==> src/hw/rtl/rmt_pkg.sv <==
// ============================================================================
// rmt_pkg: shared types and constants of the running median tracker
// Holds the fixed field widths, the link that joins neighbouring cells and
// the control states of the top level.
// ============================================================================
`default_nettype none

package rmt_pkg;

    // Field widths fixed by the interface.
    localparam int SAMPLE_W    = 32;
    localparam int MEDIAN_W    = 33;
    localparam int COUNT_OUT_W = 9;

    // Each cell contributes the low-middle and high-middle values side by side.
    localparam int PICK_W      = 2 * SAMPLE_W;

    // What one cell hands to the next one along the sorted chain.
    typedef struct packed {
        logic [SAMPLE_W-1:0] value;  // stored value of the cell
        logic                gt;     // cell is occupied and holds more than the sample
        logic                occ;    // cell holds a stored sample
    } link_t;

    // Control states of the top level.
    typedef enum logic [1:0] {
        ST_IDLE,
        ST_GATHER,
        ST_OUT
    } state_t;

endpackage : rmt_pkg

`default_nettype wire

==> src/hw/rtl/rmt_cell.sv <==
// ============================================================================
// rmt_cell: one slot of the sorted insertion chain
// Holds one stored sample. On an insert it keeps its value, takes the new
// sample, or takes its lower neighbour's value, so that the chain stays in
// ascending order. It also offers its value to the median gather tree.
// ============================================================================
`default_nettype none

module rmt_cell #(
    parameter int INDEX = 0,
    parameter int IDX_W = 8,
    parameter int CNT_W = 9
) (
    input  wire logic                          aclk,
    input  wire logic                          ins_en,
    input  wire logic [rmt_pkg::SAMPLE_W-1:0]  sample,
    input  wire logic [CNT_W-1:0]              count,
    input  wire logic [IDX_W-1:0]              lo_idx,
    input  wire logic [IDX_W-1:0]              hi_idx,
    input  wire rmt_pkg::link_t                link_in,
    output rmt_pkg::link_t                     link_out,
    output logic [rmt_pkg::PICK_W-1:0]         pick
);

    import rmt_pkg::*;

    localparam logic [CNT_W-1:0] MY_CNT = CNT_W'(INDEX);
    localparam logic [IDX_W-1:0] MY_IDX = IDX_W'(INDEX);

    logic [SAMPLE_W-1:0] value_reg;
    logic [SAMPLE_W-1:0] value_next;
    logic                occ;
    logic                gt;
    logic                take_sample;

    // Occupancy follows from the fill count; greater-than is strict so that
    // an equal sample lands after the values already stored.
    assign occ = (MY_CNT < count);
    assign gt  = occ && ($signed(value_reg) > $signed(sample));

    // The first cell that is greater, or the first empty one, takes the sample.
    assign take_sample = !link_in.gt && (gt || (!occ && link_in.occ));

    always_comb begin
        value_next = value_reg;
        if (ins_en) begin
            if (link_in.gt) begin
                value_next = link_in.value;
            end else if (take_sample) begin
                value_next = sample;
            end
        end
    end

    always_ff @(posedge aclk) begin
        value_reg <= value_next;
    end

    assign link_out.value = value_reg;
    assign link_out.gt    = gt;
    assign link_out.occ   = occ;

    // Offer the value in the lane of each middle position this cell holds.
    assign pick = {((lo_idx == MY_IDX) ? value_reg : '0),
                   ((hi_idx == MY_IDX) ? value_reg : '0)};

endmodule : rmt_cell

`default_nettype wire

==> config.mk <==
export PLATFORM = sky130hd
export DESIGN_NAME = rmt_cell
export DESIGN_NICKNAME = d
export VERILOG_FILES = /design/src/hw/rtl/rmt_pkg.sv /design/src/hw/rtl/rmt_cell.sv
export SDC_FILE = /design/constraint.sdc
export NUM_CORES = 1
export LEC_CHECK = 0
export BUFFER_PORTS_ARGS = -buffer_cell sky130_fd_sc_hd__buf_2
export CORE_AREA = 2 2 115 61
export CTS_BUF_LIST = sky130_fd_sc_hd__clkbuf_4
export DETAILED_ROUTE_END_ITERATION = 6
export DIE_AREA = 0 0 117 63
export PLACE_DENSITY = 0.83
export SLEW_MARGIN = 20
export SYNTH_ARGS = -nofsm -noshare
export SYNTH_HDL_FRONTEND = slang
export SYNTH_SLANG_ARGS = --single-unit
export TNS_END_PERCENT = 100
==> constraint.sdc <==
create_clock -name aclk -period 3.7 [get_ports aclk]
set_input_delay 0.185 -clock aclk [delete_from_list [all_inputs] [get_ports aclk]]
set_output_delay 0.185 -clock aclk [all_outputs]
set_load 0.03 [all_outputs]
==> flow_summary.yaml, run 1 <==
timing:
  maxSlewViolCount: 0
  setup_viol: 0
  fin_crit_sh_pct: 82.6
  max_slew_margin_pct: 63.2
  hold_violations: 0
  tightest_slew_ps: 552
  rsz0062_at_grt: "no"
  hold_slack_ps: 130
  finalSetupTns_ps: 0
  fin_worst_skew_ps: 10.1
  maxClockFrequency_mhz: 327
  fin_crit_ps: 3060
  setup_ws_ps: 645
critical_path:
  worstPathRequired_ps: 3510
  r2r_start: "value_reg[23]"
  cp_num_buf_inv: 1
  critPathCapture: "link_out[1]"
  crit_chain: "ha_1 -> nand4_1 -> o21ai_0 -> a211oi_1 -> o21ai_0 -> a211oi_2 -> mux2i_1 -> buf_2"
  crit_type: "flop to output pin"
  r2r-end: "value_reg[30]"
  ff2ff_path_depth: 8
  critical_path_arrival_ps: 2870
  worstPathMaxFanout: 4
  crit_cells: 8
  crit_family: "compound AO/OA/AOI/OAI gates"
  crit_path_end_kind: "output pin"
  slowest_stage: "edfxtp_1"
  cp-startpoint: "value_reg[23]"
  cpPeakStageDelay_ps: 440
  cp-start-kind: "flop"
  path_common_cell: "o21ai_0"
  r2r_slack_ps: 950
floorplan:
  start_util_pct: 41.9
  die-area_um2: 7370
  row_count: 21
  die_y_um: 63
  die_w_um: 117
  pin_count: 191
  core_um2: 6440
placement:
  dpl.cell_count: 583
  place_congestion: 0.789
  hpwlAfterDp_mm: 6.72
  place_area_um2: 3750
  place_ws_ps: 990
  port_buffers: 190
route:
  wirelength_mm: 8.20
  num_vias: 2806
  met3WireLength_um: 530
  first_pass_iters: 4
  maxUsedRoutingLayer: "met4"
  met1_length_mm: 4.01
  drt_iter0_drc: 148
  via_per_inst: 4.75
  avgRoutedWirePerCell_um: 13.9
  drc: 0
  final_antenna_net_count: 0
  wl_met2_mm: 3.63
yosys:
  yosysWarnings: 0
  syn_nets: 436
  ys.flop_type: "edfxtp_1"
  syn_inst: 311
  synth_edf_count: 32
  seq_area_frac_synth_pct: 35.6
  netlist_area_um2: 2700
  synth-seq-cells: 32
  async_flop_share_pct: 0
  synth.distinct_cells: 31
  syn_area_per_cell_um2: 8.67
final_layout:
  fin_util_pct: 59.0
  largest_reg_flops: 32
  layout_commonest_cell: "buf_2"
  layout.cells.non_filler: 591
  fin_nets: 623
  layout-drive-gt1-share_pct: 42.5
  area_growth_pct: 40.9
  diodes: 0
  finish.instance_area_um2: 3800
  mostFrequentLayoutCells: "190 x buf_2, 62 x and2_1, 41 x nand2_1"
power_and_ir_drop:
  powerDensity_nw_per_um2: 264
  power_leakage_nw: 2.08
  vdd_ir_drop_max_mv: 0.113
  power.total_mw: 1.00
status:
  status: "complete, no violations"
clock_tree:
  cts_made_buffers: 5
  cts_max_path_buffers: 2
  postCtsSetupBuffers: 0
  cts_sinks: 32
  cts_root_buffer: "clkbuf_4"
  clk_latency_ps: 320
  cts_hold_buf: 0
  clkTransAtPathRegs_ps: 110
  htreeDepth: 2
  cts_resized: 0
  cts_tree: "yes"
job:
  maxCapViolCount: 0
min_path:
  hold_path.class: "input port to flop"
global_routing:
  grtUsageTotal_pct: 22.1
  grt_pass1_vias: 2692
  overflow: 0
  grt_pass1_wl_mm: 12.7
  antenna_found_initial: 0
  grt_max_degree: 64
[how the worst min path moves through the flow]
| stage | from | endpoint | depth (start not counted) |
|---|---|---|---|
| finish | link_in[19] | value_reg[17] | 3 |
| global route | link_in[20] | value_reg[18] | 3 |
| CTS | link_in[19] | value_reg[17] | 3 |
| detailed placement | link_in[19] | value_reg[17] | 3 |
| global placement | link_in[7] | value_reg[5] | 3 |
| floorplan | link_in[32] | value_reg[30] | 2 |
[cell families (layout without fill, tap and decap cells)]
group                    after synthesis  in the layout  synth area share, %
AO/OA/AOI/OAI                         59             59                 12.6
adder cells (fa/ha/maj)               32             32                 14.8
buffers and inverters                 48            236                 6.96
flip-flops                            32             32                 35.6
multiplexers                           3              3                 1.21
AND/OR/NAND/NOR                      137            137                 28.7
[routing by layer]
| layer | global-route usage, % | vias up |
|---|---|---|
| met1 | 30.7 | 1264 |
| met3 | 5.33 | 2 |
| met5 | 0 | - |
| met4 | 3.38 | 0 |
| li1 | - | 1436 |
| met2 | 35.7 | 104 |
[where the power goes]
part,internal (mW),switching (mW)
Combinational,0.127,0.212
Sequential,0.445,0.0316
Clock,0.0697,0.119
[synthesized netlist by cell type (5+ instances only)]
library cell | instances | area (um2)
and2_1 | 62 | 388
a211oi_1 | 5 | 37.5
inv_1 | 33 | 124
nand4_1 | 6 | 37.5
a21oi_1 | 11 | 55.1
nor2_1 | 9 | 33.8
ha_1 | 32 | 400
clkbuf_1 | 11 | 41.3
o21ai_0 | 35 | 175
nand2_1 | 41 | 154
edfxtp_1 | 32 | 961
[tightest hold or removal path, stage by stage]
cell and delay (ps):
buf_2 80, nand2_1 40, o21ai_0 50
[layout make-up]
class,count,area (um2)
clock inverters,3,13.8
inverters,33,124
well taps,92,115
multi-input cells,231,1560
flip-flops and latches,32,961
repair buffers,195,988
fillers,588,2640
clock buffers,5,37.5
Note: power is estimated with default switching activity, not from simulation.
==> run 2: changes to the inputs <==
- ABC_AREA: default -> 1
- CORE_AREA: 2 2 115 61 -> 2 2 116 62
- DIE_AREA: 0 0 117 63 -> 0 0 118 64
- PLACE_DENSITY: 0.83 -> 0.81
- clock period: 3.7 -> 3.1 ns (I/O delays scaled with it)
==> run 2 against run 1 <==
Net effect:
- combinational power is 25% higher
- wire length hardly changed
- count of clock-buffer cells in the layout is 1 higher
- core utilization is 0.63 points lower
- hold slack worse by 25 ps
- largest cell class unchanged
==> flow_summary.yaml, run 2 <==
status:
  status: "complete, no violations"
floorplan:
  die_y_um: 64
  core_um2: 6490
  die_w_um: 118
  pin_count: 191
  die-area_um2: 7550
  start_util_pct: 41.6
  row_count: 21
route:
  drt_iter0_drc: 117
  via_per_inst: 4.46
  wl_met2_mm: 3.64
  met3WireLength_um: 589
  maxUsedRoutingLayer: "met4"
  final_antenna_net_count: 0
  avgRoutedWirePerCell_um: 12.4
  wirelength_mm: 8.19
  met1_length_mm: 3.93
  first_pass_iters: 4
  drc: 0
  num_vias: 2949
power_and_ir_drop:
  clkPwrFrac_pct: 18.9
  vdd_ir_drop_max_mv: 0.144
  power.total_mw: 1.22
  p_int_mw: 0.773
  seq_power_share_pct: 46.1
  netSwitchingPower_mw: 0.443
  powerDensity_nw_per_um2: 321
  power_leakage_nw: 2.35
  switching_share_pct: 36.4
  comb_power_share_pct: 35.0
critical_path:
  slowest_stage: "edfxtp_1"
  cp-start-kind: "flop"
  path_common_cell: "nand2_1"
  crit_chain: "ha_1 -> nand2_1 -> inv_1 -> o21bai_1 -> nand2_1 -> a21oi_1 -> nand2_1 -> nand2_2 -> nand2_1 -> nand2_1 -> nand2_1 -> inv_1 -> buf_2"
  cpPeakStageDelay_ps: 450
  crit_type: "flop to output pin"
  critical_path_arrival_ps: 2300
  worstPathRequired_ps: 2940
  worstPathMaxFanout: 3
  crit_path_end_kind: "output pin"
global_routing:
  grtUsageTotal_pct: 22.8
  grt_pass1_vias: 2938
  overflow: 0
  antenna_found_initial: 0
  grt_max_degree: 44
  grt_pass1_wl_mm: 13.8
final_layout:
  mostFrequentLayoutCells: "190 x buf_2, 80 x inv_1, 80 x nand2_1"
  seq_area_um2: 961
  diodes: 0
  layout.cells.non_filler: 661
  finish.instance_area_um2: 3790
  area_growth_pct: 40.2
  fillers: 610
  largest_reg_flops: 32
  fin_util_pct: 58.4
  fin_nets: 694
  multi_input_area_um2: 1380
  layout-drive-gt1-share_pct: 37.6
  layout_commonest_cell: "buf_2"
min_path:
  hold_path.class: "input port to flop"
yosys:
  ys.flop_type: "edfxtp_1"
  netlist_area_um2: 2700
  syn_area_per_cell_um2: 7.04
  ys_top_cells_by_count: "82 x nand2_1, 80 x inv_1, 76 x nor2_1"
  seq_area_frac_synth_pct: 35.6
  yosysTopAreaCell: "edfxtp_1"
  synth.distinct_cells: 25
  synth-seq-cells: 32
  yosys.cell_count.top_type: "nand2_1"
  netlist.area_leader.share_pct: 35.6
  synthTopCellsByArea: "edfxtp_1 36%, ha_1 15%, nand2_1 11%"
  syn_nets: 509
  yosysWarnings: 0
  syn_inst: 384
  synth_edf_count: 32
  async_flop_share_pct: 0
clock_tree:
  cts_tree: "yes"
  cts_made_buffers: 5
  cts_resized: 0
  clkTransAtPathRegs_ps: 100
  cts_sinks: 32
  cts_root_buffer: "clkbuf_4"
  cts_hold_buf: 0
  cts_max_path_buffers: 2
  clk_latency_ps: 320
  postCtsSetupBuffers: 0
  htreeDepth: 2
placement:
  port_buffers: 190
  place_area_um2: 3730
  dpl.cell_count: 654
  place_congestion: 0.816
  hpwlAfterDp_mm: 6.68
timing:
  tightest_slew_ps: 683
  setup_viol: 0
  maxSlewViolCount: 0
  rsz0062_at_grt: "no"
  hold_violations: 0
  max_slew_margin_pct: 54.3
  maxClockFrequency_mhz: 407
  fin_crit_ps: 2460
  fin_worst_skew_ps: 8.83
  fin_crit_sh_pct: 79.3
  finalSetupTns_ps: 0
job:
  maxCapViolCount: 0
## run 2: changes by cell type after synthesis, sizes merged, moves of 2 or more
cell / previous run / this run
mux2: 2 / 0
a211oi: 7 / 0
o21ai: 36 / 33
or4: 4 / 0
nand4: 7 / 2
a21o: 0 / 2
and2: 62 / 0
buf: 4 / 2
inv: 33 / 82
clkbuf: 11 / 13
nand2: 41 / 84
nor2: 9 / 78
nor2b: 2 / 0
## run 2: kinds of logic (layout without fill, tap and decap cells)
family | count (synthesis) | in the layout | share of synthesized area [%]
and+or+nand+nor | 174 | 174 | 26.3
buffers and inverters | 98 | 283 | 13.9
AOI/OAI and AO/OA | 48 | 48 | 9.44
DFF | 32 | 32 | 35.6
adders and majority gates | 32 | 32 | 14.8
## run 2: final timing paths
| path | endpoint | cells after the start | slack, ps | start |
|---|---|---|---|---|
| worst max-delay path | link_out[1] | 13 | 640 | value_reg[9] |
| worst min-delay path | value_reg[0] | 3 | 110 | link_in[2] |
| worst max register to register | value_reg[27] | 13 | 670 | value_reg[9] |
| worst min register to register | value_reg[7] | 6 | 1310 | value_reg[31] |
## run 2: layer usage
metal  vias up  track usage, %
li1       1554               -
met1      1275            31.4
met2       116            37.6
met3         4            5.09
met4         0            3.92
met5         -               0
## run 2: metrics by stage
step	worst slack [ps]	hold WS, ps
floorplan	182	334
global placement	790	431
detailed placement	721	438
CTS	646	90.1
global route	372	93.4
finish	640	105
## run 2: layout make-up
| cell class | count | share of cell area, % |
|---|---|---|
| clock buffers | 6 | 1.19 |
| clock inverters | 1 | 0.132 |
| inverters | 83 | 8.22 |
| multi-input cells | 254 | 36.4 |
| flip-flops and latches | 32 | 25.4 |
| well taps | 92 | 3.04 |
| repair buffers | 193 | 25.7 |
## run 2: critical path, delay by kind of cell (launching register included)
family | cells | cell delay, ps
buffers and inverters | 3 | 300
adders and majority gates | 1 | 320
and+or+nand+nor | 7 | 560
DFF | 1 | 450
AOI/OAI and AO/OA | 2 | 350
## run 2: power groups by stage
stage / logic [mW] / registers (mW) / clock network [mW]
final: 0.425 / 0.561 / 0.230
after global routing: 0.479 / 0.568 / 0.257
after CTS: 0.426 / 0.561 / 0.240
after detailed placement: 0.424 / 0.571 / 0
after global placement: 0.413 / 0.567 / 0
after floorplan: 0.198 / 0.639 / 0
